[config.mk]
export PLATFORM = sky130hd
export DESIGN_NAME = hhp_bitpack
export DESIGN_NICKNAME = d
export VERILOG_FILES = /design/src/rtl/hhp_pkg.sv /design/src/rtl/hhp_bitpack.sv
export SDC_FILE = /design/constraint.sdc
export NUM_CORES = 1
export LEC_CHECK = 0
export ABC_AREA = 1
export BUFFER_PORTS_ARGS = -buffer_cell sky130_fd_sc_hd__buf_2
export CORE_ASPECT_RATIO = 2
export CORE_MARGIN = 3
export CORE_UTILIZATION = 35
export CTS_CLUSTER_DIAMETER = 200
export DETAILED_ROUTE_END_ITERATION = 6
export PLACE_DENSITY = 0.65
export SYNTH_ARGS = -nofsm -noshare
export SYNTH_HDL_FRONTEND = slang
export SYNTH_SLANG_ARGS = --single-unit
[constraint.sdc]
create_clock -name clk -period 3.9 [get_ports clk]
set_clock_uncertainty 0.05 [all_clocks]
set_input_delay 0.585 -clock clk [delete_from_list [all_inputs] [get_ports clk]]
set_output_delay 0.585 -clock clk [all_outputs]
set_load 0.05 [all_outputs]
[src/rtl/hhp_pkg.sv]
// Shared types and constants of the Huffman histogram and packer unit.
// Depends on nothing; the top level, hhp_histogram, hhp_bitpack and hhp_emitter import it.
package hhp_pkg;

	localparam int SYM_W        = 8;
	localparam int SYMBOL_COUNT = 256;
	localparam int MAX_CODE_LEN = 32;
	localparam int COUNT_BITS   = 32;
	localparam int CODE_LEN_W   = 6;
	localparam int ACC_W        = 7;
	localparam int COMB_W       = ACC_W + MAX_CODE_LEN;
	localparam int BUF_W        = COMB_W - ACC_W;
	localparam int TOTAL_W      = 6;
	localparam int REM_W        = 3;
	localparam int CODE_ENTRY_W = CODE_LEN_W + MAX_CODE_LEN;

	typedef enum logic [1:0] {
		OP_COUNT  = 2'd0,
		OP_LOAD   = 2'd1,
		OP_ENCODE = 2'd2,
		OP_FLUSH  = 2'd3
	} op_t;

	localparam logic KIND_COUNT = 1'b0;
	localparam logic KIND_BYTE  = 1'b1;

	typedef struct packed {
		op_t                     op;
		logic [SYM_W-1:0]        symbol;
		logic [MAX_CODE_LEN-1:0] code_value;
		logic [CODE_LEN_W-1:0]   code_length;
	} in_word_t;

	typedef struct packed {
		logic                  kind;
		logic [7:0]            data_byte;
		logic [COUNT_BITS-1:0] count_value;
		logic                  last;
	} out_word_t;

	typedef struct packed {
		logic                  kind;
		logic [COMB_W-1:0]     bits;
		logic [TOTAL_W-1:0]    total;
		logic [COUNT_BITS-1:0] count;
	} pack_item_t;

endpackage

[src/rtl/hhp_bitpack.sv]
// Bit accumulator of the packer: merges pending bits with a code word or
// pads them for a flush. Depends on hhp_pkg.
module hhp_bitpack
	import hhp_pkg::*;
(
	input  logic                    clk,
	input  logic                    arst_n,
	input  logic                    adv,
	input  logic                    is_flush,
	input  logic [MAX_CODE_LEN-1:0] code_word,
	input  logic [CODE_LEN_W-1:0]   code_len,
	output logic [COMB_W-1:0]       bits,
	output logic [TOTAL_W-1:0]      total,
	output logic                    has_bytes
);

	logic [ACC_W-1:0]        acc_q;
	logic [2:0]              held_q;
	logic [MAX_CODE_LEN-1:0] code_mask;
	logic [ACC_W-1:0]        keep_mask;

	always_comb begin
		if (code_len >= CODE_LEN_W'(MAX_CODE_LEN)) begin
			code_mask = '1;
		end else begin
			code_mask = (MAX_CODE_LEN'(1) << code_len) - MAX_CODE_LEN'(1);
		end
		if (is_flush) begin
			bits  = {{MAX_CODE_LEN{1'b0}}, acc_q} << (4'd8 - {1'b0, held_q});
			total = (held_q == 3'd0) ? TOTAL_W'(0) : TOTAL_W'(8);
		end else begin
			bits  = ({{MAX_CODE_LEN{1'b0}}, acc_q} << code_len)
				| {{ACC_W{1'b0}}, code_word & code_mask};
			total = {{(TOTAL_W-3){1'b0}}, held_q} + code_len;
		end
		has_bytes = (total[TOTAL_W-1:3] != '0);
		keep_mask = (ACC_W'(1) << total[2:0]) - ACC_W'(1);
	end

	always_ff @(posedge clk or negedge arst_n) begin
		if (!arst_n) begin
			acc_q  <= '0;
			held_q <= '0;
		end else if (adv) begin
			if (is_flush) begin
				acc_q  <= '0;
				held_q <= '0;
			end else begin
				acc_q  <= bits[ACC_W-1:0] & keep_mask;
				held_q <= total[2:0];
			end
		end
	end

	a_flush_empties: assert property (@(posedge clk) disable iff (!arst_n)
		adv && is_flush |=> held_q == 3'd0 && acc_q == '0)
		else $error("hhp_bitpack: flush left bits pending");

endmodule

# Yosys cells after proc, flatten, opt, wreduce, memory -nomap -nowiden

Index checks and enable logic that the tools add are counted.
Widths: inputs -> output; s select.

Bitwise logic cells: 3
Reductions and logical operators: 2
Order comparisons: 1
$add $sub $neg: 4
Eq/ne operators: 0
Multipliers: 0
Shift-type cells: 4
Div/mod/pow operators: 0
Multiplexer cells: 6

Operators by type and width:

| kind                  | count |
|---|---|
| $mux 39               | 1 |
| $or 39x32->39         | 1 |
| $shl 7x4->39          | 1 |
| $shl 7x6->39          | 1 |
| $and 32x32->32        | 1 |
| $mux 32               | 1 |
| $shl 1x6->32 const A  | 1 |
| $sub 32x2->32 const B | 1 |
| $and 7x7->7           | 1 |
| $mux 7                | 1 |
| $shl 1x3->7 const A   | 1 |
| $sub 7x2->7 const B   | 1 |
| $add 3x6->6           | 1 |
| $ge 6x6->1 const B    | 1 |
| $mux 6                | 1 |
| $mux 4                | 1 |
| $sub 4x3->4 const A   | 1 |
| $logic_not 3->1       | 1 |
| $mux 3                | 1 |
| $reduce_bool 3->1     | 1 |

Register bits: 10
Memory bits (read-only): 0
Output and inout port bits: 46
Memory bits (writable): 0
Memories kept: 0
Bits of input ports: 42
Bits in latches: 0

# Longest topological paths before layout

Gate-level depths: netlist of the first run.

Depth after elaboration: 8
Gate-level depth with buffers: 18
Mapped depth without buffers: 17

# Least setup slack after synthesis of the first run

OpenSTA, ideal clock, no wires.

Path type: input -> output
Start: in code_len[5]
End: out bits[22]
Data arrival time: 2.929 ns
Stages on the path: 13
Slack: 0.336 ns
Path through: buf_6 > nor2_8 > buf_2 > buf_1 > nand3_1 > ha_1 > nand2_1 > inv_1 > nand3_1 > nor2_4 > nand3b_1 > nand3_1 > a21oi_1

Word-level cells in the longest chain between the ends: 6
Elaborated cells on any way between the ends: 8
Those cells by class: add/sub: 1; order compare: 1; shift: 2; mux: 2; bitwise: 2

Ends and longest elaborated chain:

| item            | RTL line          | RTL |
|---|---|---|
| from (decl)     | hhp_bitpack.sv:11 | `input logic [CODE_LEN_W-1:0] code_len,` |
| $shl 1x6->32    | hhp_bitpack.sv:26 | `code_mask = (MAX_CODE_LEN'(1) << code_len) - MAX_CODE_LEN'(1);` |
| $sub 32x2->32   | hhp_bitpack.sv:26 |  |
| $mux 32         | hhp_bitpack.sv:23 | `if (code_len >= CODE_LEN_W'(MAX_CODE_LEN)) begin` |
| $and 32x32->32  | hhp_bitpack.sv:33 | `\| {{ACC_W{1'b0}}, code_word & code_mask};` |
| $or 39x32->39 * | hhp_bitpack.sv:33 |  |
| $mux 39 *       | hhp_bitpack.sv:28 | `if (is_flush) begin` |
| to (decl)       | hhp_bitpack.sv:12 | `output logic [COMB_W-1:0] bits,` |

Every way passes the cells marked *; elsewhere a longest branch is shown, timed or not.

# Final worst setup path of the first run

Start: in code_len[0]
End: out bits[6]

Same word-level chain as after synthesis.

==> results of run 1 <==
## placed cells by master (no fill, tap or decap), types with 2 or more instances in the layout
cell,synthesis,layout
o21bai_1,2,2
nor2_2,11,14
nor2_4,2,2
nand3_1,63,63
o21ai_1,6,6
nand2_2,7,7
mux2i_1,3,3
o21ai_0,60,60
nand3b_1,3,3
o211ai_1,3,3
and2_1,3,3
nor4_1,2,2
clkbuf_16,0,3
buf_2,5,85
dfrtp_1,10,10
nor2_1,86,83
nor3_1,4,4
a21oi_1,30,30
ha_1,6,6
buf_4,4,14
clkbuf_4,0,2
inv_2,5,5
o31ai_1,3,3
a22o_1,2,2
a22oi_1,4,4
nand4_1,12,12
o22ai_1,5,5
a31oi_1,4,4
nand3_2,2,2
inv_1,58,58
nand2_1,199,199
a211oi_1,2,2
## how the worst min path moves through the flow
stage,slack (ps),to,cells after the start,from
6_report,160,acc_q[6],1,arst_n
5_1_grt,160,acc_q[2],1,arst_n
4_1_cts,160,acc_q[2],1,arst_n
3_5_place_dp,410,acc_q[1],1,arst_n
3_3_place_gp,400,acc_q[2],1,arst_n
2_1_floorplan,240,acc_q[0],0,arst_n
## layout make-up
type,instances,area (um2)
multi-input cells,534,2580
fillers,1033,5180
clock buffers,4,88.8
inverters,63,236
flip-flops and latches,10,250
well taps,102,128
repair buffers,101,546
## metrics by stage
step	area, um2	total power, uW
after floorplan	3260	747
after global placement	3730	963
after detailed placement	3730	972
after CTS	3820	1180
after global routing	3830	1260
final	3830	1190
## routing by layer
metal	part of all wire (%)	wire length (um)
met1	32	5170
met2	53	8520
met3	4.5	720
met4	9.9	1590
met5	0	0
## kinds of logic after synthesis
group / synth area share (%)
AND/OR/NAND/NOR: 53.6
multiplexers: 0.922
buffers and inverters: 13.3
adder cells (fa/ha/maj): 2.92
flip-flops: 7.68
AO/OA/AOI/OAI: 21.5
## timing repair
action,CTS,global route
resized for setup,0,5
endpoints found under the setup margin,0,11
buffers inserted,0,0
hold endpoints to repair,0,0
## state kept, by name, indices dropped and copies added, names as in the netlist
register / count
acc_q: 7
held_q: 3
## power by group through the flow
stage	Sequential (uW)	Combinational [uW]	Clock [uW]
3_5_place_dp	132	840	0
3_3_place_gp	132	832	0
6_report	132	855	204
5_1_grt	133	921	211
4_1_cts	131	843	205
2_1_floorplan	125	621	0
## critical path, delay by kind of cell
kind	cells	cell delay [ps]
simple gates	8	960
fa+ha+maj	1	290
compound gates	2	360
buf+inv	5	810
==> impl_metrics.yaml, run 1 <==
run_status:
  status: "completed"
clocking:
  cts_tree: "built"
  clock_sinks: 10
  root_buffer: "clkbuf_16"
  numCtsBuffers: 3
  h-tree-depth: 1
  insertion_delay_ps: 240
  hold_buffers: 0
  cts_buffer_depth: 2
  clk_pin_slew_ps: 40
global_route:
  grt_pass1_wl_um: 24300
  grt_usage_pct: 30.5
  use_met1_pct: 29.4
  grt_max_degree: 31
  use_met3_pct: 2.55
  gr-total-overflow: 0
  grt_pass1_vias: 4586
  antenna_found_initial: 0
  grt_use_met2_pct: 56.8
  grt_busiest_layer: "met2"
power_and_ir_drop:
  p_leak_uw: 0.00213
  p_sw_uw: 703
  p_int_uw: 488
  sw_frac_of_total_pct: 59.0
  sequentialPowerShare_pct: 11.1
  p_comb_share_pct: 71.8
  p_clk_share_pct: 17.1
  power.density_nw_per_um2: 311
  ir_worst_vdd_mv: 0.300
sta:
  clock.fmax_ghz: 0.273
  drv_slew: 0
  fin_ws_ps: 241
  fin_crit_ps: 3660
  hold_violations: 0
  worst_slew_pin_slew_ps: 585
  maxSlewHeadroom_pct: 61.0
  holdWs_ps: 157
  post-route-period-util_pct: 93.8
  fin_tns_setup_ps: 0
  rsz0062_at_grt: "false"
  finalSetupViolations: 0
critical_path:
  reg2reg_from: "held_q[0]"
  critical_path.startpoint: "code_len[0]"
  worstPathArrival_ps: 3020
  rrSetupSlack_ps: 1240
  setup.worst_path.end: "bits[6]"
  crit_path_max_fanout: 15
  critPathKind: "input port to output pin"
  startpoint_type: "input port"
  cpPeakStageDelay_ps: 290
  end_kind: "output pin"
  crit_chain: "clkbuf_4 -> inv_1 -> nand2_1 -> nor2_2 -> inv_1 -> nor2_1 -> nand2_1 -> ha_1 -> nand2_1 -> inv_1 -> nand2_1 -> nor2_2 -> o21ai_0 -> nand2_1 -> a21boi_1 -> clkbuf_4"
  critPathMostFrequentCell: "nand2_1"
  reg2reg_depth: 9
  cp_slowest_cell: "ha_1"
  reg2reg_to: "acc_q[3]"
  critPathRequiredTime_ps: 3260
logic_synthesis:
  synthCells: 640
  synth.area.top_cells: "nand2_1, nor2_1, nand3_1, o21ai_0, dfrtp_1"
  synthFlopType: "dfrtp_1"
  synth_top_area_share_pct: 22.9
  synth_edf_count: 0
  yosysTopAreaCell: "nand2_1"
  avgSynthCellArea_um2: 5.09
  async_flop_share_pct: 100
  syn_area_um2: 3260
  synth_fp_nets: 689
  synth_common_cells: "nand2_1, nor2_1, nand3_1, o21ai_0, inv_1"
  synth.distinct_cells: 43
  ys_seq_area_share_pct: 7.68
  yosysMostFrequentCell: "nand2_1"
  yosysWarnings: 0
  yosys_register_bits: 10
route:
  wl_per_cell_um: 19.7
  drt_iter0_drc: 419
  vias: 4681
  first_pass_iters: 5
  drtAntennaViolNets: 0
  finalWirelength_um: 16000
  via_per_inst: 5.75
  post-route-drc-count: 0
final_layout:
  stdcell_count: 814
  post_route_cells_drive_above_1_share_pct: 19.5
  nNetsFinal: 762
  num_antenna_cells: 0
  fin_util_pct: 42.5
  syn2layout_area_growth_pct: 17.6
floorplanning:
  die_y_um: 142
  boundaryPins: 88
  dieArea_um2: 10600
  die_x_um: 74.2
  start_util_pct: 36.1
  coreArea_um2: 9010
  rows: 49
placed_design:
  io_buffers: 87
  post-place-ws_ps: 153
  gp_congestion: 1.02
  dp_cells: 810
  dp_hpwl_um: 13300
flow_run:
  cap_violations: 0
hold_path:
  hp-class: "input port to asynchronous set/reset pin"
(Power assumes the default switching activity.)
==> run 2, diff against run 1 <==
--- a/config.mk
+++ b/config.mk
@@ -12,7 +12,7 @@
 export CORE_UTILIZATION = 35
 export CTS_CLUSTER_DIAMETER = 200
 export DETAILED_ROUTE_END_ITERATION = 6
-export PLACE_DENSITY = 0.65
+export PLACE_DENSITY = 0.66
 export SYNTH_ARGS = -nofsm -noshare
 export SYNTH_HDL_FRONTEND = slang
 export SYNTH_SLANG_ARGS = --single-unit
==> run 2 against run 1 <==
Against the previous run: maximum frequency down 0.36%; clock power decreased by 13%; critical endpoint is now bits[26]; combinational power barely moved; critical path type unchanged; largest cell class unchanged.
==> impl_metrics.yaml, run 2 (synthesis results as in run 1) <==
run_status:
  status: "completed"
hold_path:
  hp-class: "input port to asynchronous set/reset pin"
floorplanning:
  rows: 49
  start_util_pct: 36.1
  dieArea_um2: 10600
  boundaryPins: 88
  die_y_um: 142
  coreArea_um2: 9010
  die_x_um: 74.2
power_and_ir_drop:
  sw_frac_of_total_pct: 60.0
  power.density_nw_per_um2: 304
  p_leak_uw: 0.00213
  ir_worst_vdd_mv: 0.261
  p_sw_uw: 697
  p_clk_share_pct: 15.2
  p_int_uw: 465
  sequentialPowerShare_pct: 11.2
  p_comb_share_pct: 73.5
sta:
  fin_tns_setup_ps: 0
  rsz0062_at_grt: "false"
  hold_violations: 0
  fin_crit_ps: 3670
  clock.fmax_ghz: 0.272
  worst_slew_pin_slew_ps: 676
  drv_slew: 0
  post-route-period-util_pct: 94.2
  maxSlewHeadroom_pct: 54.9
  finalSetupViolations: 0
  holdWs_ps: 161
route:
  post-route-drc-count: 0
  wl_per_cell_um: 19.5
  finalWirelength_um: 15900
  vias: 4743
  drt_iter0_drc: 458
  first_pass_iters: 5
  via_per_inst: 5.82
  drtAntennaViolNets: 0
critical_path:
  critPathKind: "input port to output pin"
  worstPathArrival_ps: 3040
  end_kind: "output pin"
  startpoint_type: "input port"
  critPathRequiredTime_ps: 3260
  crit_path_max_fanout: 9
clocking:
  root_buffer: "clkbuf_16"
  post_cts_resized: 0
  cts_tree: "built"
  cts_setup_buffers: 0
  insertion_delay_ps: 230
  cts_buffer_depth: 2
  h-tree-depth: 1
  hold_buffers: 0
  clock_sinks: 10
  numCtsBuffers: 3
  clk_pin_slew_ps: 40
final_layout:
  layout_commonest_cell: "nand2_1"
  largest-register: "acc_q"
  multiInputGateArea_um2: 2570
  largest_reg_flops: 7
  nNetsFinal: 764
  stdcell_count: 815
  num_antenna_cells: 0
  final_cell_mix: "nand2_1, buf_2, nor2_1, nand3_1, o21ai_0"
  top_regs: "acc_q: 7 flops, held_q: 3 flops"
  seq_area_um2: 250
  post_route_cells_drive_above_1_share_pct: 19.2
  syn2layout_area_growth_pct: 17.2
  fillers: 1086
flow_run:
  cap_violations: 0
global_route:
  grt_pass1_wl_um: 24200
  grt_pass1_vias: 4660
  antenna_found_initial: 0
  grt_usage_pct: 30.3
  gr-total-overflow: 0
  grt_max_degree: 25
placed_design:
  dp_hpwl_um: 13100
  io_buffers: 87
  gp_congestion: 1.06
  dp_cells: 812
==> run 2: cell types whose count changed in the layout (fill, tap and decap cells not counted), sizes merged <==
cell	before	now
clkbuf	6	3
buf	99	103
==> run 2: worst max-delay path, cell delays in order <==
cell	delay [ps]
buf_2	240
inv_1	90
nand2_1	110
nor2_1	80
inv_1	90
nor2_1	50
nand2_1	90
ha_1	300
nand2_1	130
nor2_1	350
nand2_4	130
nor2_2	150
nand2_1	70
nand2_1	60
nand3_1	70
a21oi_1	130
buf_2	290
==> run 2: worst paths after layout <==
path,start,to,slack [ps],cells after the start
worst min register to register,acc_q[6],acc_q[6],480,2
min in group clk,acc_q[6],acc_q[6],480,2
worst max-delay path,code_len[0],bits[26],230,17
worst min-delay path,arst_n,acc_q[0],160,1
max in group asynchronous,arst_n,held_q[1],3440,1
worst max register to register,held_q[0],acc_q[3],1290,9
==> run 2: final cells by class <==
type / count / share of cell area, %
well taps: 102 / 3.34
inverters: 63 / 6.19
multi-input cells: 534 / 67.4
clock buffers: 3 / 1.97
repair buffers: 103 / 14.6
flip-flops and latches: 10 / 6.56
==> run 2: per-layer routing <==
layer | vias to the layer above | part of all wire [%] | track usage [%]
li1 | 2254 | - | -
met1 | 2111 | 31 | 28.5
met5 | - | 0 | 0
met4 | 0 | 11 | 24.5
met3 | 104 | 5.7 | 2.83
met2 | 274 | 52 | 56.1
==> run 2: through the flow <==
step	power (uW)	worst slack, ps	cell area [um2]	utilization, %
CTS	1160	356	3820	42.4
floorplan	747	336	3260	-
global placement	974	442	3740	41.5
global route	1240	68.2	3820	42.4
detailed placement	973	408	3740	41.5
finish	1160	228	3820	42.4
==> run 2: power by group through the flow <==
stage | Combinational [uW] | Sequential (uW) | Clock (uW)
after CTS | 845 | 130 | 183
after detailed placement | 842 | 132 | 0
after global placement | 843 | 132 | 0
final | 855 | 131 | 177
after floorplan | 621 | 125 | 0
after global routing | 922 | 133 | 185
