### config.mk
export PLATFORM = sky130hd
export DESIGN_NAME = hhp_emitter
export DESIGN_NICKNAME = d
export VERILOG_FILES = /design/src/rtl/hhp_pkg.sv /design/src/rtl/hhp_emitter.sv
export SDC_FILE = /design/constraint.sdc
export NUM_CORES = 1
export LEC_CHECK = 0
export ABC_AREA = 1
export BUFFER_PORTS_ARGS = -buffer_cell sky130_fd_sc_hd__buf_2
export CAP_MARGIN = 25
export CORE_ASPECT_RATIO = 2
export CORE_MARGIN = 1.5
export CORE_UTILIZATION = 55
export DETAILED_ROUTE_END_ITERATION = 10
export GPL_ROUTABILITY_DRIVEN = 0
export PLACE_DENSITY = 0.87
export SLEW_MARGIN = 20
export SYNTH_ARGS = -nofsm -noshare
export SYNTH_HDL_FRONTEND = slang
export SYNTH_SLANG_ARGS = --single-unit
### constraint.sdc
create_clock -name clk -period 3.5 [get_ports clk]
set_input_delay 0.175 -clock clk [delete_from_list [all_inputs] [get_ports clk]]
set_output_delay 0.175 -clock clk [all_outputs]
set_load 0.03 [all_outputs]
### src/rtl/hhp_pkg.sv
// Shared types and constants of the Huffman histogram and packer unit.
// Depends on nothing; the top level, hhp_histogram, hhp_bitpack and hhp_emitter import it.
package hhp_pkg;

	localparam int SYM_W        = 8;
	localparam int SYMBOL_COUNT = 256;
	localparam int MAX_CODE_LEN = 32;
	localparam int COUNT_BITS   = 32;
	localparam int CODE_LEN_W   = 6;
	localparam int ACC_W        = 7;
	localparam int COMB_W       = ACC_W + MAX_CODE_LEN;
	localparam int BUF_W        = COMB_W - ACC_W;
	localparam int TOTAL_W      = 6;
	localparam int REM_W        = 3;
	localparam int CODE_ENTRY_W = CODE_LEN_W + MAX_CODE_LEN;

	typedef enum logic [1:0] {
		OP_COUNT  = 2'd0,
		OP_LOAD   = 2'd1,
		OP_ENCODE = 2'd2,
		OP_FLUSH  = 2'd3
	} op_t;

	localparam logic KIND_COUNT = 1'b0;
	localparam logic KIND_BYTE  = 1'b1;

	typedef struct packed {
		op_t                     op;
		logic [SYM_W-1:0]        symbol;
		logic [MAX_CODE_LEN-1:0] code_value;
		logic [CODE_LEN_W-1:0]   code_length;
	} in_word_t;

	typedef struct packed {
		logic                  kind;
		logic [7:0]            data_byte;
		logic [COUNT_BITS-1:0] count_value;
		logic                  last;
	} out_word_t;

	typedef struct packed {
		logic                  kind;
		logic [COMB_W-1:0]     bits;
		logic [TOTAL_W-1:0]    total;
		logic [COUNT_BITS-1:0] count;
	} pack_item_t;

endpackage

### src/rtl/hhp_emitter.sv
// Result emitter: aligns a packed item and hands out its bytes or its count
// report one word per cycle while result_stall is low. Depends on hhp_pkg.
module hhp_emitter
	import hhp_pkg::*;
(
	input  logic       clk,
	input  logic       arst_n,
	input  logic       in_valid,
	input  pack_item_t in_item,
	output logic       in_ready,
	output logic       result_valid,
	input  logic       result_stall,
	output out_word_t  result
);

	logic                  valid_s2;
	pack_item_t            item_s2;
	logic                  valid_s3;
	logic                  kind_s3;
	logic [BUF_W-1:0]      buf_s3;
	logic [REM_W-1:0]      rem_s3;
	logic [COUNT_BITS-1:0] count_s3;
	logic                  s3_take;
	logic                  s3_shift;
	logic [COMB_W-1:0]     aligned;
	logic [REM_W-1:0]      rem_load;

	assign s3_take  = !valid_s3 || (!result_stall && rem_s3 == REM_W'(1));
	assign s3_shift = valid_s3 && !result_stall && rem_s3 != REM_W'(1);
	assign in_ready = !valid_s2 || s3_take;

	always_comb begin
		aligned  = item_s2.bits << (TOTAL_W'(COMB_W) - item_s2.total);
		rem_load = (item_s2.kind == KIND_BYTE) ? item_s2.total[TOTAL_W-1:3] : REM_W'(1);
	end

	always_ff @(posedge clk or negedge arst_n) begin
		if (!arst_n) begin
			valid_s2 <= 1'b0;
			valid_s3 <= 1'b0;
			rem_s3   <= '0;
		end else begin
			if (in_ready) begin
				valid_s2 <= in_valid;
			end
			if (s3_take) begin
				valid_s3 <= valid_s2;
				rem_s3   <= valid_s2 ? rem_load : REM_W'(0);
			end else if (s3_shift) begin
				rem_s3 <= rem_s3 - REM_W'(1);
			end
		end
	end

	always_ff @(posedge clk) begin
		if (in_ready && in_valid) begin
			item_s2 <= in_item;
		end
		if (s3_take && valid_s2) begin
			kind_s3  <= item_s2.kind;
			buf_s3   <= aligned[COMB_W-1:ACC_W];
			count_s3 <= item_s2.count;
		end else if (s3_shift) begin
			buf_s3 <= buf_s3 << 8;
		end
	end

	always_comb begin
		result_valid       = valid_s3;
		result.kind        = kind_s3;
		result.data_byte   = (kind_s3 == KIND_BYTE) ? buf_s3[BUF_W-1 -: 8] : 8'd0;
		result.count_value = (kind_s3 == KIND_BYTE) ? '0 : count_s3;
		result.last        = (rem_s3 == REM_W'(1));
	end

	a_rem_nonzero: assert property (@(posedge clk) disable iff (!arst_n)
		valid_s3 |-> rem_s3 != '0 && rem_s3 <= REM_W'(4))
		else $error("hhp_emitter: held word with no bytes left");

	a_count_single: assert property (@(posedge clk) disable iff (!arst_n)
		valid_s3 && kind_s3 == KIND_COUNT |-> rem_s3 == REM_W'(1))
		else $error("hhp_emitter: count report spans several words");

	a_rem_step: assert property (@(posedge clk) disable iff (!arst_n)
		s3_shift |=> valid_s3 && rem_s3 == $past(rem_s3) - REM_W'(1))
		else $error("hhp_emitter: byte countdown skipped");

endmodule
* Yosys cells after proc, flatten, opt, wreduce, memory -nomap -nowiden *
Index checks and enable logic that the tools add are counted.

word-level totals
  bits in registers = 148
  bits of input ports = 82
  output and inout bits = 44
  word-level logic and storage cells = 35

cells by class
  add/sub/neg operators = 2
  eq/ne operators = 2
  shifts and indexed selects = 1
  muxes and demuxes = 8
  reduce and logical (&&, ||, !) cells = 12

operators with widths
  operator             count
  $mux 32              3
  $shl 39x6->39        1
  $mux 3               4
  $mux 8               1
  $sub 6x6->6 const A  1
  $logic_and 1x1->1    5
  $reduce_bool 2->1    2
  $eq 3x1->1 const B   1
  $logic_not 1->1      3
  $ne 3x1->1 const B   1
  $sub 3x1->3 const B  1
  $logic_or 1x1->1     2

* Longest topological paths before layout *
Gate-level depths: netlist (run 1).

  word-level depth = 5
  gate-level depth with buffers = 12
  gate-level depth less buffers = 12

* Worst setup path before layout (run 1) *
OpenSTA, ideal clock, no wires.

  path type = reg2reg
  start point = register rem_s3[1]
  end point = register item_s2[0] (netlist name), enable pin
  arrival time = 2702 ps
  data required time = 3068 ps
  setup slack = 366 ps
  stages on the path, launching flop included = 9
  path buffers = 0
  clock period less this slack = 3134 ps
  cell sequence = dfrtp_1 -> inv_1 -> ha_1 -> nand2_1 -> nand2_1 -> nand2_2 -> nand2_1 -> nand2_1 -> inv_1

between the ends
  longest elaborated chain between the ends = 5

RTL lines
  element                   line               source
  start: declaration        hhp_emitter.sv:21  logic [REM_W-1:0] rem_s3;
  start signal: assignment  hhp_emitter.sv:48  rem_s3 <= valid_s2 ? rem_load : REM_W'(0);
  start signal: assignment  hhp_emitter.sv:50  rem_s3 <= rem_s3 - REM_W'(1);
  $eq 3x1->1                hhp_emitter.sv:28  assign s3_take = !valid_s3 || (!result_stall && rem_s3 == REM_W'(1));
  $logic_and 1x1->1         hhp_emitter.sv:28
  $logic_or 1x1->1          hhp_emitter.sv:28
  $logic_or 1x1->1          hhp_emitter.sv:30  assign in_ready = !valid_s2 || s3_take;
  named net in_ready        hhp_emitter.sv:10  output logic in_ready,
  $logic_and 1x1->1         hhp_emitter.sv:56  if (in_ready && in_valid) begin
  end signal: assignment    hhp_emitter.sv:57  item_s2 <= in_item;
  end: declaration          hhp_emitter.sv:17  pack_item_t item_s2;

The timed path passes the listed nets, and every way through them passes these cells.
A chain may end at the register's enable or synchronous reset.

* Worst setup path after layout (run 1) *
  start point = register rem_s3[1]
  end point = register buf_s3[28], data pin

between the ends
  longest elaborated chain between the ends = 5

RTL lines
  element                 line               source
  $eq 3x1->1              hhp_emitter.sv:28
  $logic_and 1x1->1       hhp_emitter.sv:28
  $logic_or 1x1->1        hhp_emitter.sv:28
  $logic_and 1x1->1       hhp_emitter.sv:59  if (s3_take && valid_s2) begin
  $mux 32                 hhp_emitter.sv:59
  end signal: assignment  hhp_emitter.sv:61  buf_s3 <= aligned[COMB_W-1:ACC_W];
  end signal: assignment  hhp_emitter.sv:64  buf_s3 <= buf_s3 << 8;
  end: declaration        hhp_emitter.sv:20  logic [BUF_W-1:0] buf_s3;

No other way between the ends.

==> results.txt, run 1 <==
----------------------------------------------------
[STA]
  RSZ-0062 raised after global routing ... no
  Fraction of the cycle the final worst path needs ... 70.0%
  Final critical delay including setup and external delays ... 2450 ps
  Final number of hold-violating endpoints ... 0
  Tightest slew margin relative to the limit ... 42.7%
  Clock Skew ... 11.3 ps
  Achievable frequency ... 0.408 GHz
  Number of slew-limit violations in the final report ... 0
  Finish-stage setup viols ... 0
  Worst-Margin Slew ... 859 ps
  Post-route setup slack ... 1050 ps
  Summed negative setup slack over all endpoints ... 0 ps

[Logic synthesis]
  Async set-or-reset flop fraction in the synthesized netlist ... 3.38%
  Mapped Cells ... 790
  Synthesized net count ... 875
  Main flop type after synthesis ... sky130_fd_sc_hd__edfxtp_1
  #FFs+latches synth ... 148
  Summed instance area of the synthesized netlist ... 7320 um^2
  Count of different cell masters after synthesis ... 26
  Number of synthesized flops with an enable pin ... 143
  Fraction of the yosys area taken by sequential cells ... 60.4%
  Number of warnings printed during yosys synthesis ... 0
  Post-Synthesis Mean Instance Area ... 9.27 um^2

[Global route]
  Maximum number of pins on one net before global-route repair ... 79
  Remaining Overflow, GRT ... 0
  Aggregate global-route resource usage ... 27.6%
  Vias in the first global route ... 6536
  Antenna violations before repair ... 0
  First-pass GRT wire length ... 30.5 mm

[Detailed routing]
  Routed length per instance ... 16.4 um
  Post-DRT Antenna Nets ... 0
  Via count normalized by instance count ... 5.69
  1st-pass router iterations ... 6
  Number of DRC violations after detailed-routing iteration 0 ... 574
  Total via count in the routed design ... 6544
  DRC violation count after routing ... 0
  Detailed Route WL ... 18.8 mm

[Place]
  Final HPWL from detailed placement ... 12.2 mm
  Placed inst area ... 8030 um^2
  Count of buffers from port buffering ... 125
  DP Worst Slack ... 1030 ps

[Die]
  Std-Cell Core Area ... 13000 um^2
  Effective utilization at floorplan ... 56.3%
  Top-level I/O count ... 126
  Die outline width ... 84.6 um
  Core Rows ... 59
  Die Footprint ... 14100 um^2
  Height of the die ... 166 um

[Run status]
  Run status ... finished clean

[Clocking]
  Inserted Clock Buffers ... 17
  CTS tree ... built
  Number of gates given a new drive strength after cts ... 0
  Clock sinks ... 148
  Count of H-tree levels built during CTS ... 4
  Clock latency reported for the late side of the worst-skew pair ... 430 ps
  CTS clk-pin slew, worst paths ... 70 ps
  Buffer depth of the longest clock path ... 2
  Clk root buf ... sky130_fd_sc_hd__clkbuf_16

[Pwr]
  Static leakage power ... 4.23 nW
  VDD IR-drop max ... 559 uV
  Power consumption ... 7.07 mW
  PD cells ... 747 nW/um^2

[Critical path]
  Longest individual stage delay on the worst path ... 540 ps
  Element type at the critical path end ... flip-flop
  Number of buffer and inverter instances along the worst setup path ... 4
  Crit start category ... flip-flop
  Critical Path RT ... 3690 ps
  Most used cell, CP ... sky130_fd_sc_hd__nand2_1
  Top fanout value on the critical path ... 24
  Cells along the critical path ... inv_1 > ha_1 > nand2_1 > nand2_1 > nand2_2 > nor2_4 > buf_4 > nand2_1 > inv_1 > nand3_1 > nand2_1 > inv_1
  Critical path class ... flip-flop to flip-flop
  Delay-heaviest family, CP ... simple AND/OR/NAND/NOR gates
  Slowest cell on crit path ... sky130_fd_sc_hd__nor2_4
  Endpoint arrival time on the critical path ... 2640 ps

[Run]
  Maximum Capacitance Violations ... 0

[Final layout]
  Final std cell area, no fill ... 9460 um^2
  Multi-input logic area ... 2400 um^2
  Fraction of layout instances using a drive strength above 1 ... 18.7%
  Final #Nets ... 1070
  Filler Cell Count ... 900
  Commonest cells after routing, fill and taps aside ... sky130_fd_sc_hd__nand3_1 (226), sky130_fd_sc_hd__nand2_1 (200), sky130_fd_sc_hd__edfxtp_1 (143)
  Total inserted antenna cells ... 0
  Relative area change from synthesis to final layout ... 29.3%
  Sequential cell area ... 4420 um^2
  Most common cell after layout, fill and taps aside ... sky130_fd_sc_hd__nand3_1

[Min path]
  Worst min-delay path class ... input port to async pin

----------------------------------------------------
worst reg2reg max path, cell delays in order (launching register included):
cell and delay, ps:
sky130_fd_sc_hd__dfrtp_1 370, sky130_fd_sc_hd__inv_1 90, sky130_fd_sc_hd__ha_1 150, sky130_fd_sc_hd__nand2_1 70
sky130_fd_sc_hd__nand2_1 120, sky130_fd_sc_hd__nand2_2 110, sky130_fd_sc_hd__nor2_4 540, sky130_fd_sc_hd__buf_4 410
sky130_fd_sc_hd__nand2_1 110, sky130_fd_sc_hd__inv_1 60, sky130_fd_sc_hd__nand3_1 70, sky130_fd_sc_hd__nand2_1 70
sky130_fd_sc_hd__inv_1 40
state kept, by name (all words and copies together), names as in the netlist:
signal and cells:
item_s2 78, buf_s3 32, count_s3 32, rem_s3 3, kind_s3 1, result_valid 1
valid_s2 1
report_power, final:
group	switching, mW	internal [mW]	total [mW]
clock	0.794	1.08	1.88
combinational	1.70	0.738	2.44
sequential	0.175	2.58	2.75
final timing paths:
check | end | depth (start not counted) | slack, ps | from
hold / removal | rem_s3[2] | 2 | 110 | arst_n
min in group clk | rem_s3[1] | 3 | 180 | result_stall
max in group asynchronous | rem_s3[0] | 2 | 3260 | arst_n
hold reg to reg | count_s3[21] | 0 | 420 | item_s2[21]
setup / recovery | buf_s3[28] | 12 | 1050 | rem_s3[1]
setup reg to reg | buf_s3[28] | 12 | 1050 | rem_s3[1]
cell families (layout without fill, tap and decap cells):
kind of cell	after synthesis	in the layout	share of synthesized area, %
buffers and inverters	119	327	6.94
AOI/OAI and AO/OA	38	38	2.79
xor gates and xnor gates	1	1	0.120
and+or+nand+nor	481	481	29.3
DFF	148	148	60.4
adders and majority gates	3	3	0.513
synth_stat cells, types with 4 or more instances:
master                     instances  share of area, %
sky130_fd_sc_hd__buf_2            19               1.3
sky130_fd_sc_hd__inv_1            73               3.7
sky130_fd_sc_hd__buf_1             5              0.26
sky130_fd_sc_hd__dfrtp_1           5               1.7
sky130_fd_sc_hd__o21ai_0           9              0.62
sky130_fd_sc_hd__nand2_1         200                10
sky130_fd_sc_hd__nand4_1           4              0.34
sky130_fd_sc_hd__nor2_1           40               2.1
sky130_fd_sc_hd__buf_4             4              0.41
sky130_fd_sc_hd__a31oi_1           5              0.43
sky130_fd_sc_hd__nand3_1         226                15
sky130_fd_sc_hd__clkbuf_1         12              0.62
sky130_fd_sc_hd__edfxtp_1        143                59
sky130_fd_sc_hd__a21oi_1          18               1.2
sky130_fd_sc_hd__or2_2             6              0.51
layout make-up:
class | count | share of cell area (%)
clock inverters | 15 | 1.94
inverters | 76 | 3.02
flip-flops and latches | 148 | 46.7
well taps | 152 | 2.01
clock buffers | 17 | 4.50
repair buffers | 219 | 16.5
multi-input cells | 523 | 25.3
timing repair:
action	CTS	global route
endpoints found under the setup margin	0	0
hold endpoints to repair	84	0
setup buffers	0	0
hold buffers	80	0
metal layers:
metal | global-route usage [%] | vias to the layer above | routed length (um)
met4 | 18.3 | 0 | 1230
met1 | 28.6 | 3005 | 6450
met3 | 5.07 | 88 | 1050
li1 | - | 3092 | -
met5 | 0 | - | 0
met2 | 49.6 | 359 | 10100
per-stage QoR:
| step | instances | utilization, % | hold WS [ps] |
|---|---|---|---|
| after floorplan | 790 | - | -121 |
| after global placement | 1037 | 61.8 | -7.22 |
| after detailed placement | 1037 | 61.8 | -5.95 |
| after CTS | 1149 | 72.6 | 110 |
| after global routing | 1150 | 72.8 | 116 |
| final | 1150 | 72.8 | 111 |
Note: power is estimated with default switching activity, not from simulation.
==> run 2: changes to the inputs <==
==> constraint.sdc (replaced) <==
create_clock -name clk -period 2.3 [get_ports clk]
set_input_delay 0.115 -clock clk [delete_from_list [all_inputs] [get_ports clk]]
set_output_delay 0.115 -clock clk [all_outputs]
set_load 0.03 [all_outputs]
==> run 2 against run 1 <==
- sequential share of layout area fell by 0.16 points
- clock power rose by 46%
- sequential power up 51%
- combinational power is 56% higher
- register-to-register slack got worse by 850 ps
- sequential cell count is the same
- design area increased by 0.37%
- utilization grew 0.27 points
- critical path depth decreased by 3
==> results.txt, run 2 (synthesis gave the netlist of run 1 again) <==
----------------------------------------------------
[Critical path]
  Critical path class ... flip-flop to flip-flop
  Minimum setup slack among reg-to-reg paths ... 200 ps (-850 ps)
  R2R depth ... 9 (-3)
  Delay-heaviest family, CP ... simple AND/OR/NAND/NOR gates
  Most used cell, CP ... sky130_fd_sc_hd__nand2_1
  Endpoint arrival time on the critical path ... 2390 ps (-250 ps)
  Top fanout value on the critical path ... 38 (+58%)
  Longest individual stage delay on the worst path ... 460 ps (-80 ps)
  Crit path to ... buf_s3[19]
  Critical R2R Capture ... buf_s3[19]
  Worst r2r src ... item_s2[32]
  CP Depth ... 9 (-3)
  Critical Path RT ... 2590 ps (-1100 ps)
  Number of buffer and inverter instances along the worst setup path ... 1 (-3)
  Crit start category ... flip-flop
  Element type at the critical path end ... flip-flop
  Cells along the critical path ... inv_2 > nand2_1 > nand3_1 > nand2_1 > nor2_1 > o21ai_0 > nand2_1 > nand3_1 > nand2_1
  Slowest cell on crit path ... sky130_fd_sc_hd__inv_2
  Crit path from ... item_s2[32]

[Final layout]
  Relative area change from synthesis to final layout ... 29.7%
  Filler Cell Count ... 941 (+4.6%)
  Total inserted antenna cells ... 0 (unchanged)
  Leading registers by flop count ... item_s2 (78), buf_s3 (32), count_s3 (32)
  Most common cell after layout, fill and taps aside ... sky130_fd_sc_hd__nand3_1
  Commonest cells after routing, fill and taps aside ... sky130_fd_sc_hd__nand3_1 (226), sky130_fd_sc_hd__nand2_1 (198), sky130_fd_sc_hd__edfxtp_1 (143)
  Final #Nets ... 1073 (+0.28%)
  Max FFs per register ... 78 (unchanged)
  Register name with the most flops ... item_s2
  Final std cell area, no fill ... 9500 um^2 (+0.37%)
  Fraction of layout instances using a drive strength above 1 ... 19.3% (+0.54 points)

[Detailed routing]
  Post-DRT Antenna Nets ... 0 (unchanged)
  1st-pass router iterations ... 8 (+2)
  Routed length per instance ... 16.4 um (about the same)
  Via count normalized by instance count ... 5.71 (+0.29%)
  Detailed Route WL ... 18.9 mm (+0.19%)
  Total via count in the routed design ... 6580 (+0.55%)
  Number of DRC violations after detailed-routing iteration 0 ... 675 (+18%)
  DRC violation count after routing ... 0 (unchanged)

[Clocking]
  Number of gates given a new drive strength after cts ... 0 (unchanged)
  CTS tree ... built
  CTS clk-pin slew, worst paths ... 70 ps (about the same)
  Count of H-tree levels built during CTS ... 4 (unchanged)
  Buffer depth of the longest clock path ... 2 (unchanged)
  Clock latency reported for the late side of the worst-skew pair ... 430 ps (about the same)
  Inserted Clock Buffers ... 17 (unchanged)
  Clock sinks ... 148 (unchanged)
  Clk root buf ... sky130_fd_sc_hd__clkbuf_16

[Min path]
  Worst min-delay path class ... input port to async pin

[Pwr]
  Share of total power in sequential cells ... 38.7% (-0.2 points)
  P_sw ... 4.16 mW (+56%)
  VDD IR-drop max ... 836 uV (+50%)
  Part of the total power dissipated in combinational logic ... 35.6% (+1.1 points)
  Switching share of power ... 38.8% (+1.0 points)
  Power consumption ... 10.7 mW (+52%)
  PD cells ... 1130 nW/um^2 (+51%)
  Clock power share ... 25.7% (-0.8 points)
  P_int ... 6.55 mW (+49%)
  Static leakage power ... 4.24 nW (+0.15%)

[Die]
  Std-Cell Core Area ... 13000 um^2 (unchanged)
  Effective utilization at floorplan ... 56.3% (unchanged)
  Die outline width ... 84.6 um (unchanged)
  Core Rows ... 59 (unchanged)
  Height of the die ... 166 um (unchanged)
  Die Footprint ... 14100 um^2 (unchanged)
  Top-level I/O count ... 126 (unchanged)

[STA]
  Final number of hold-violating endpoints ... 0 (unchanged)
  Worst-Margin Slew ... 597 ps (-261 ps)
  Final critical delay including setup and external delays ... 2100 ps (-351 ps)
  Post-Route Hold Slack ... 48.5 ps (-62.6 ps)
  Tightest slew margin relative to the limit ... 60.1% (+17 points)
  Achievable frequency ... 0.476 GHz (+17%)
  Number of slew-limit violations in the final report ... 0 (unchanged)
  Finish-stage setup viols ... 0 (unchanged)
  Clock Skew ... 14.2 ps (+2.95 ps)
  RSZ-0062 raised after global routing ... no
  Fraction of the cycle the final worst path needs ... 91.3% (+21 points)

[Global route]
  Remaining Overflow, GRT ... 0 (unchanged)
  Maximum number of pins on one net before global-route repair ... 47 (-41%)
  Antenna violations before repair ... 0 (unchanged)
  Aggregate global-route resource usage ... 27.4% (-0.25 points)
  Vias in the first global route ... 6415 (-1.9%)
  First-pass GRT wire length ... 29.8 mm (-2.2%)

[Place]
  Count of buffers from port buffering ... 125 (unchanged)
  Placed inst area ... 8090 um^2 (+0.78%)
  Final HPWL from detailed placement ... 12.5 mm (+2.2%)

[Run status]
  Run status ... finished clean

[Run]
  Maximum Capacitance Violations ... 0 (unchanged)

----------------------------------------------------
run 2: how the worst min path moves through the flow:
| stage | from | endpoint | slack, ps | cells after the start |
|---|---|---|---|---|
| floorplan | arst_n | rem_s3[0] | -180 | 0 |
| global placement | arst_n | rem_s3[1] | -60 | 1 |
| detailed placement | arst_n | rem_s3[1] | -60 | 1 |
| CTS | arst_n | valid_s2 | 50 | 2 |
| global route | arst_n | valid_s2 | 60 | 2 |
| finish | arst_n | valid_s2 | 50 | 2 |
run 2: repair_timing:
action | CTS | global route
buffers inserted | 0 | 0
endpoints found under the hold margin | 84 | 0
hold buffers | 80 | 0
run 2: final cells by class:
class,instances,area [um^2],share of cell area (%)
Clock buffer,17,425,4.48
Clock inverter,15,181,1.91
Inverter,76,289,3.04
Multi-Input combinational cell,523,2410,25.4
Sequential cell,148,4420,46.5
Tap cell,152,190,2.00
Timing Repair Buffer,222,1580,16.6
run 2: power by group through the flow:
| stage | Sequential, mW | Combinational, mW | Clock [mW] |
|---|---|---|---|
| 2_1_floorplan | 4.15 | 2.66 | 0 |
| 4_1_cts | 4.15 | 3.74 | 2.77 |
| 3_5_place_dp | 4.20 | 3.59 | 0 |
| 5_1_grt | 4.22 | 4.18 | 2.88 |
| 6_report | 4.15 | 3.81 | 2.75 |
| 3_3_place_gp | 4.16 | 3.53 | 0 |
run 2: metal layers:
layer	track usage [%]	routed length (um)	vias up
met5	0	0	-
met3	5.96	1260	124
met1	26.2	6010	2955
met4	19.2	1430	0
met2	50.0	10200	396
li1	-	-	3105
run 2: metrics by stage:
stage	cells	setup TNS, ps	setup WS (ps)	util [%]
global placement	1041	0	320	62.3
floorplan	790	-21940	-281	-
CTS	1153	0	273	73.1
detailed placement	1041	0	292	62.3
finish	1153	0	200	73.1
global route	1153	0	35.5	73.1
